<file path="src/hdl/assert_macros.svh">
// ----------------------------------------------------------------------------
// Assertion macros
// Shared concurrent assertion wrappers, clocked on aclk and quiet in reset.
// ----------------------------------------------------------------------------
`ifndef ASSERT_MACROS_SVH
`define ASSERT_MACROS_SVH

// The expression must hold at every clock edge outside reset.
`define LSL_ASSERT_ALWAYS(label, expr, msg) \
    label: assert property (@(posedge aclk) disable iff (!aresetn) (expr)) \
        else $error(msg);

// When the antecedent holds, the consequent must hold at the same edge.
`define LSL_ASSERT_IMPLIES(label, ante, cons, msg) \
    label: assert property (@(posedge aclk) disable iff (!aresetn) (ante) |-> (cons)) \
        else $error(msg);

`endif

</file>
<file path="src/hdl/lsl_pkg.sv">
// ----------------------------------------------------------------------------
// Soft limiter package
// Types, constants and elaboration-time log table functions for the limiter.
// ----------------------------------------------------------------------------
package lsl_pkg;

    localparam int SAMPLE_W     = 22;
    localparam int PCM_W        = 16;
    localparam int FRAC_W       = 30;
    localparam int LANE_STAGES  = 10;

    localparam logic [SAMPLE_W-1:0] KNEE_Q4     = 22'd262136;
    localparam logic [31:0]         LN2_Q30     = 32'd744261118;
    localparam logic [31:0]         LN2_X2_Q30  = 32'd1488522236;
    localparam logic [14:0]         HALF_SCALE  = 15'd32767;
    localparam logic [47:0]         HALF_OFFSET = 48'd32767 << 30;
    localparam logic [30:0]         HALF_Q31    = 31'h4000_0000;
    localparam logic [33:0]         U_ONE       = 34'h0_4000_0000;

    localparam logic [1:0] CHANNELS_MONO   = 2'd1;
    localparam logic [1:0] CHANNELS_STEREO = 2'd2;

    typedef struct packed {
        logic [FRAC_W-1:0] step;
        logic [FRAC_W-1:0] base;
    } rom_entry_t;

    typedef struct packed {
        logic        neg;
        logic        below;
        logic [14:0] rsmall;
    } side_t;

    typedef struct packed {
        logic             last;
        logic [PCM_W-1:0] right;
        logic [PCM_W-1:0] left;
    } pcm_frame_t;

    // Restoring division, used only to build the log table at elaboration.
    function automatic logic [63:0] lsl_udiv64(input logic [63:0] num,
                                               input logic [63:0] den);
        logic [64:0] rem;
        logic [63:0] quo;
        rem = '0;
        quo = '0;
        for (int b = 63; b >= 0; b--) begin
            rem = {rem[63:0], num[b]};
            if (rem >= {1'b0, den}) begin
                rem    = rem - {1'b0, den};
                quo[b] = 1'b1;
            end
        end
        return quo;
    endfunction

    // ln(1 + i/n) in Q30 from the atanh series with truncated terms.
    function automatic logic [63:0] lsl_log_entry(input int unsigned n,
                                                  input int unsigned i);
        logic [63:0] zq;
        logic [63:0] z2;
        logic [63:0] term;
        logic [63:0] sum;
        logic [63:0] k;
        zq   = lsl_udiv64(64'(i) << 30, 64'(2 * n + i));
        z2   = (zq * zq) >> 30;
        term = zq;
        sum  = '0;
        k    = 64'd1;
        for (int it = 0; it < 24; it++) begin
            if (term != 64'd0) begin
                sum  = sum + lsl_udiv64(term, k);
                term = (term * z2) >> 30;
                k    = k + 64'd2;
            end
        end
        return sum << 1;
    endfunction

endpackage

</file>
<file path="src/hdl/lsl_merge.sv">
// ----------------------------------------------------------------------------
// Soft limiter merge stage
// Combines the two lane results, applies mono copy, output register and skid.
// ----------------------------------------------------------------------------
module lsl_merge
    import lsl_pkg::*;
(
    input  logic                    aclk,
    input  logic                    aresetn,
    input  logic                    mono,
    input  logic                    in_valid,
    input  pcm_frame_t              in_frame,
    output logic                    advance,
    output logic                    m_tvalid,
    input  logic                    m_tready,
    output logic [2*PCM_W-1:0]      m_tdata,
    output logic                    m_tlast
);

    pcm_frame_t frame_next;
    logic       take;
    logic       held;
    logic       out_valid_reg;
    logic       skid_valid_reg;
    pcm_frame_t out_data_reg;
    pcm_frame_t skid_data_reg;

    always_comb begin
        frame_next = in_frame;
        if (mono) begin
            frame_next.right = in_frame.left;
        end
    end

    // The pipeline moves only while the skid stage is empty.
    assign advance = !skid_valid_reg;
    assign take    = in_valid && advance;
    assign held    = out_valid_reg && !m_tready;

    always_ff @(posedge aclk) begin
        if (!aresetn) begin
            out_valid_reg  <= 1'b0;
            skid_valid_reg <= 1'b0;
        end else if (held) begin
            if (take) begin
                skid_valid_reg <= 1'b1;
            end
        end else if (skid_valid_reg) begin
            out_valid_reg  <= 1'b1;
            skid_valid_reg <= 1'b0;
        end else begin
            out_valid_reg <= take;
        end
    end

    always_ff @(posedge aclk) begin
        if (held) begin
            if (take) begin
                skid_data_reg <= frame_next;
            end
        end else if (skid_valid_reg) begin
            out_data_reg <= skid_data_reg;
        end else if (take) begin
            out_data_reg <= frame_next;
        end
    end

    assign m_tvalid = out_valid_reg;
    assign m_tdata  = {out_data_reg.right, out_data_reg.left};
    assign m_tlast  = out_data_reg.last;

endmodule

</file>
<file path="config.mk">
export PLATFORM = sky130hd
export DESIGN_NAME = lsl_merge
export DESIGN_NICKNAME = d
export VERILOG_FILES = /design/src/hdl/assert_macros.svh /design/src/hdl/lsl_pkg.sv /design/src/hdl/lsl_merge.sv
export SDC_FILE = /design/constraint.sdc
export NUM_CORES = 1
export LEC_CHECK = 0
export CAP_MARGIN = 20
export CORE_ASPECT_RATIO = 1.75
export CORE_MARGIN = 5
export CORE_UTILIZATION = 40
export DETAILED_ROUTE_END_ITERATION = 10
export DONT_BUFFER_PORTS = 1
export PLACE_DENSITY = 0.56
export SLEW_MARGIN = 10
export SYNTH_ARGS = -nofsm -noshare
export SYNTH_HDL_FRONTEND = slang
export SYNTH_SLANG_ARGS = --single-unit
</file>
<file path="constraint.sdc">
create_clock -name aclk -period 8.41 [get_ports aclk]
set_input_delay 0.841 -clock aclk [delete_from_list [all_inputs] [get_ports aclk]]
set_output_delay 0.841 -clock aclk [all_outputs]
set_load 0.02 [all_outputs]
</file>
==> results of run 1 <==
-- metrics by stage --
step	power [W]	cell area (um2)	util (%)
floorplan	0.0004526	2739	-
global placement	0.0004577	2818	41.70
detailed placement	0.0004590	2818	41.70
CTS	0.0008867	3158	46.74
global route	0.0009078	3158	46.74
finish	0.0008733	3158	46.74
-- worst paths after layout --
check | slack [ns] | from | to
min reg2reg | 0.54 | skid_data_reg[15]$_DFFE_PP_ | m_tdata[15]$_DFFE_PP_
max | 5.75 | skid_valid_reg$_SDFFE_PN0P_ | advance
min | 0.54 | skid_data_reg[15]$_DFFE_PP_ | m_tdata[15]$_DFFE_PP_
max reg2reg | 6.25 | skid_valid_reg$_SDFFE_PN0P_ | m_tdata[25]$_DFFE_PP_
-- layout by cell type, fill, tap and decap left out, types with 2 or more instances in the layout --
cell type                   instances
sky130_fd_sc_hd__edfxtp_1          66
sky130_fd_sc_hd__mux2_2            29
sky130_fd_sc_hd__mux2_4            20
sky130_fd_sc_hd__clkbuf_16          9
sky130_fd_sc_hd__bufinv_16          3
sky130_fd_sc_hd__dfxtp_1            2
sky130_fd_sc_hd__buf_4              2
-- where the power goes --
| group | total [W] | switching [W] | internal [W] |
|---|---|---|---|
| clock network | 0.000423 | 0.000135 | 0.000288 |
| registers | 0.000416 | 0.0000216 | 0.000394 |
| logic | 0.0000350 | 0.0000142 | 0.0000208 |
-- layout make-up --
cell class                      instances  share of cell area (%)
Sequential cell                        68                   64.03
Tap cell                               84                   3.328
Clock buffer                            9                   7.132
Timing Repair Buffer                    2                  0.4754
Inverter                                1                  0.1189
Multi-Input combinational cell         55                   21.28
Clock inverter                          7                   3.645
-- logic make-up after synthesis --
kind of cell           count (synthesis)  synth area share (%)
AO/OA/AOI/OAI                          2                0.5484
buffers and inverters                  6                 1.827
AND/OR/NAND/NOR                        4                0.9135
flip-flops                            68                 73.82
multiplexers                          49                 22.89
-- routing by layer --
layer | global-route usage, % | up-vias | part of all wire (%)
li1 | - | 526 | -
met2 | 19.51 | 49 | 53
met1 | 12.96 | 582 | 36
met3 | 5.997 | 12 | 7.4
met5 | 0 | - | 0
met4 | 8.430 | 0 | 3.0
-- worst register-to-register path: stages (launching register included) --
cell	delay, ns
sky130_fd_sc_hd__dfxtp_1	0.98
sky130_fd_sc_hd__inv_2	0.51
sky130_fd_sc_hd__mux2_4	0.42
==> impl_metrics.tcl, run 1 <==
set metrics [dict create \
    worstSetupPathDepth 1 \
    holdPathStages 1 \
    clk_path_buf_depth 2 \
    fin_worst_hold_slack_ns 0.5413 \
    grt_max_degree 34 \
    placed_cells_incl_taps 210 \
    synth-main-ff-cell "sky130_fd_sc_hd__edfxtp_1" \
    detail_route.drc_violations 0 \
    final_period_minus_worst_setup_slack_ns 2.658 \
    grt_pass1_vias 1328 \
    cts_buffers 9 \
    antennaDiodeCount 0 \
    syn_nets 167 \
    antenna_found_initial 0 \
    cp_data_required_time_ns 7.57 \
    ctsHtreeMaxLevel 3 \
    run_status "complete, no violations" \
    routedWlPerCell_um 21.53 \
    mean_post_synth_cell_area_um2 21.23 \
    clk_root_buffer_cell "sky130_fd_sc_hd__clkbuf_16" \
    worst-endpoint-arrival_ns 1.82 \
    crit_slowest_cell "sky130_fd_sc_hd__dfxtp_1" \
    dieWidth_um 72.55 \
    hpwl_after_detailed_placement_mm 3.313 \
    dr_total_vias 1169 \
    routabilityCongestion 0.6807 \
    cts_tree "done" \
    min_period_over_period_pct 31.60 \
    synth.area.top_cells "sky130_fd_sc_hd__edfxtp_1, sky130_fd_sc_hd__mux2_2, sky130_fd_sc_hd__mux2_4" \
    drt-vias-per-instance 5.173 \
    synth-warning-count 0 \
    synth.largest_area_cell "sky130_fd_sc_hd__edfxtp_1" \
    cts_hold_buffers 0 \
    cell_count_final_fillers_out 226 \
    std_cell_rows 40 \
    synthTopCellsByCount "sky130_fd_sc_hd__edfxtp_1, sky130_fd_sc_hd__mux2_2, sky130_fd_sc_hd__mux2_4" \
    worst-path-buf-inv 1 \
    worstHoldPathType "reg -> reg" \
    buffer_ports.inserted 0 \
    finalHoldViolCount 0 \
    cts.repair.resized 0 \
    crit_chain "inv_2" \
    synthesis.instances 129 \
    ys_async_sr_fraction_pct 0 \
    top_level_ports 73 \
    powerDensity_nw_per_um2 276.5 \
    synth_seq_area_share_pct 73.82 \
    slew_limit_headroom_pct 33.35 \
    routed_wirelength_mm 4.866 \
    tightest_slew_ns 0.9983 \
    ir_drop_mv 0.1323 \
    grt_usage_pct 12.52 \
    regArea_um2 2022 \
    fin_tns_setup_ns 0 \
    clock_skew_ns 0.004029 \
    post-place-ws_ns 6.070 \
    dieArea_um2 8667 \
    synth_enable_flop_cells 66 \
    multiInputGateArea_um2 671.9 \
    ws_path_type "reg -> out" \
    fin_ws_ns 5.752 \
    total_leakage_power_nw 1.111 \
    reg2regPathDepth 2 \
    timing.critical_path.fanout_max 21 \
    detailedRoute.firstPassIterationCount 4 \
    unrepaired_setup_endpoints_after_global_routing "no" \
    globalRoute.totalOverflow 0 \
    clk_latency_ns 0.33 \
    worstSetupStartpointType "flip-flop" \
    layout-area-overhead-vs-synth_pct 15.30 \
    path_delay_family "flip-flops" \
    finalMaxSlewViolations 0 \
    drtAntennaViolNets 0 \
    synth-seq-cells 68 \
    num-fill-cells 590 \
    crit_path_max_incr_delay_ns 0.98 \
    setup.worst_path.end_class "output port" \
    post_route_cells_drive_above_1_share_pct 47.89 \
    clock-sinks 68 \
    floorplan.initialDensity_pct 40.54 \
    finalSetupViolCount 0 \
    post_synthesis_cell_area_um2 2739 \
    flip_flop_count_of_the_largest_register_after_layout 33 \
    grt_pass1_wl_mm 7.665 \
    max_clock_freq_ghz 0.3762 \
    synth_most_common_cell "sky130_fd_sc_hd__edfxtp_1" \
    dr.first_iter.drc_count 64 \
    post_cts_buffers 0 \
    die_height_um 119.5 \
    floorplan.core_area_um2 6756 \
    synth_top_area_share_pct 72.36 \
    maxCapViolations 0 \
    final_nets 175 \
    worst_setup_hold_path_clk_slew_ns 0.05 \
    synth.lib_cells_used.distinct 13 \
]
No activity file was read; power rests on OpenSTA's default activity.
==> run 2, diff against run 1 <==
==> constraint.sdc (replaced) <==
create_clock -name aclk -period 2.7 [get_ports aclk]
set_input_delay 0.27 -clock aclk [delete_from_list [all_inputs] [get_ports aclk]]
set_output_delay 0.27 -clock aclk [all_outputs]
set_load 0.02 [all_outputs]
==> impl_metrics.tcl, run 2 (synthesis results as in run 1) <==
set metrics [dict create \
    cts.repair.resized 0 \
    routedWlPerCell_um 22.11 \
    worstHoldStart "in_frame[6]" \
    finalHoldViolCount 0 \
    die_height_um 119.5 \
    ir_drop_mv 0.4444 \
    min_period_over_period_pct 59.82 \
    floorplan.initialDensity_pct 40.54 \
    setup.worst_path.end_class "flip-flop" \
    grt_max_degree 34 \
    clk_root_buffer_cell "sky130_fd_sc_hd__clkbuf_16" \
    maxCapViolations 0 \
    final_period_minus_worst_setup_slack_ns 1.615 \
    dr_total_vias 1173 \
    ctsHtreeMaxLevel 3 \
    clk_path_buf_depth 2 \
    detail_route.drc_violations 0 \
    fin_worst_hold_slack_ns 0.03713 \
    fin_tns_setup_ns 0 \
    finalMaxSlewViolations 0 \
    worst_setup_hold_path_clk_slew_ns 0.05 \
    final_nets 177 \
    busiest_layer "met2" \
    reg2regPathDepth 3 \
    utilization_pct 45.94 \
    grt_pass1_vias 1327 \
    cts_hold_buffers 0 \
    top_level_ports 73 \
    globalRoute.totalOverflow 0 \
    clock_skew_ns 0.004525 \
    routabilityCongestion 0.7284 \
    num-fill-cells 586 \
    max_clock_freq_ghz 0.6191 \
    placed_area_um2 2853 \
    timing.critical_path.fanout_max 33 \
    antenna_found_initial 0 \
    finalSetupViolCount 0 \
    buffer_ports.inserted 0 \
    post_cts_buffers 0 \
    run_status "complete, no violations" \
    routed_wirelength_mm 5.041 \
    post-route-cell-area_um2 3104 \
    leading_cell_type_in_the_layout_fill_and_taps_excluded "sky130_fd_sc_hd__edfxtp_1" \
    drt-vias-per-instance 5.145 \
    worstHoldPathType "in -> reg" \
    post_route_cells_drive_above_1_share_pct 45.14 \
    grt.met2_usage_pct 20.14 \
    flip_flop_count_of_the_largest_register_after_layout 33 \
    floorplan.core_area_um2 6756 \
    clock-sinks 68 \
    detailedRoute.firstPassIterationCount 4 \
    dieArea_um2 8667 \
    worst_setup_path_startpoint "m_tvalid$_SDFFE_PN0N_" \
    clk_latency_ns 0.33 \
    most-common-layout-cells "sky130_fd_sc_hd__edfxtp_1, sky130_fd_sc_hd__mux2_2, sky130_fd_sc_hd__mux2_4" \
    ws_path_type "reg -> reg" \
    cts_tree "done" \
    antennaDiodeCount 0 \
    grt_usage_pct 12.43 \
    total_leakage_power_nw 1.084 \
    cp_data_required_time_ns 2.67 \
    layout-area-overhead-vs-synth_pct 13.34 \
    dieWidth_um 72.55 \
    worst-endpoint-arrival_ns 1.59 \
    timing.rr.start "m_tvalid$_SDFFE_PN0N_" \
    dr.first_iter.drc_count 60 \
    crit-reg2reg-capture "skid_data_reg[19]$_DFFE_PP_" \
    gr-usage-met1_pct 13.19 \
    grt_use_met3_pct 5.152 \
    design_power_total_w 0.002402 \
    slew_limit_headroom_pct 70.85 \
    unrepaired_setup_endpoints_after_global_routing "no" \
    tightest_slew_ns 0.4372 \
    std_cell_rows 40 \
    whs_endpoint "skid_data_reg[6]$_DFFE_PP_" \
    powerDensity_nw_per_um2 773.8 \
    hpwl_after_detailed_placement_mm 3.508 \
    cts_buffers 9 \
    holdPathStages 0 \
    grt_pass1_wl_mm 7.527 \
    worstSetupStartpointType "flip-flop" \
    r2r_slack_ns 1.08 \
    drtAntennaViolNets 0 \
]
-- run 2: layout make-up --
type | instances | area (um2) | share of cell area [%]
Inverter | 1 | 3.754 | 0.1209
Timing Repair Buffer | 4 | 42.54 | 1.370
Clock inverter | 5 | 18.77 | 0.6046
Tap cell | 84 | 105.1 | 3.386
Multi-Input combinational cell | 55 | 679.4 | 21.89
Clock buffer | 11 | 232.7 | 7.497
Sequential cell | 68 | 2022 | 65.13
-- run 2: per-stage QoR --
stage | worst slack (ns) | cells
2_1_floorplan | 0.3354 | 129
6_report | 1.085 | 228
4_1_cts | 1.067 | 228
5_1_grt | 1.008 | 228
3_3_place_gp | 1.112 | 212
3_5_place_dp | 1.083 | 212
-- run 2: how the worst max path moves through the flow --
stage / slack [ns] / endpoint
floorplan: 0.34 / skid_data_reg[0]$_DFFE_PP_
global placement: 1.11 / skid_data_reg[19]$_DFFE_PP_
detailed placement: 1.08 / skid_data_reg[8]$_DFFE_PP_
CTS: 1.07 / skid_data_reg[32]$_DFFE_PP_
global route: 1.01 / skid_data_reg[19]$_DFFE_PP_
finish: 1.08 / skid_data_reg[19]$_DFFE_PP_
-- run 2: worst max-delay path: stages, from the launching register on --
cell                       delay, ns
sky130_fd_sc_hd__dfxtp_1        0.44
sky130_fd_sc_hd__nand2b_1       0.18
sky130_fd_sc_hd__nor3b_4        0.21
sky130_fd_sc_hd__buf_4          0.42
-- run 2: routing by layer --
layer,wire length (um),up-vias
li1,-,528
met1,1876,591
met2,2731,44
met3,299,10
met4,133,0
met5,0,-
-- run 2: report_power, final --
part | leakage (nW) | internal (W) | switching, W
Sequential | 0.637 | 0.00123 | 0.0000657
Clock | 0.121 | 0.000605 | 0.000387
Combinational | 0.327 | 0.0000691 | 0.0000473
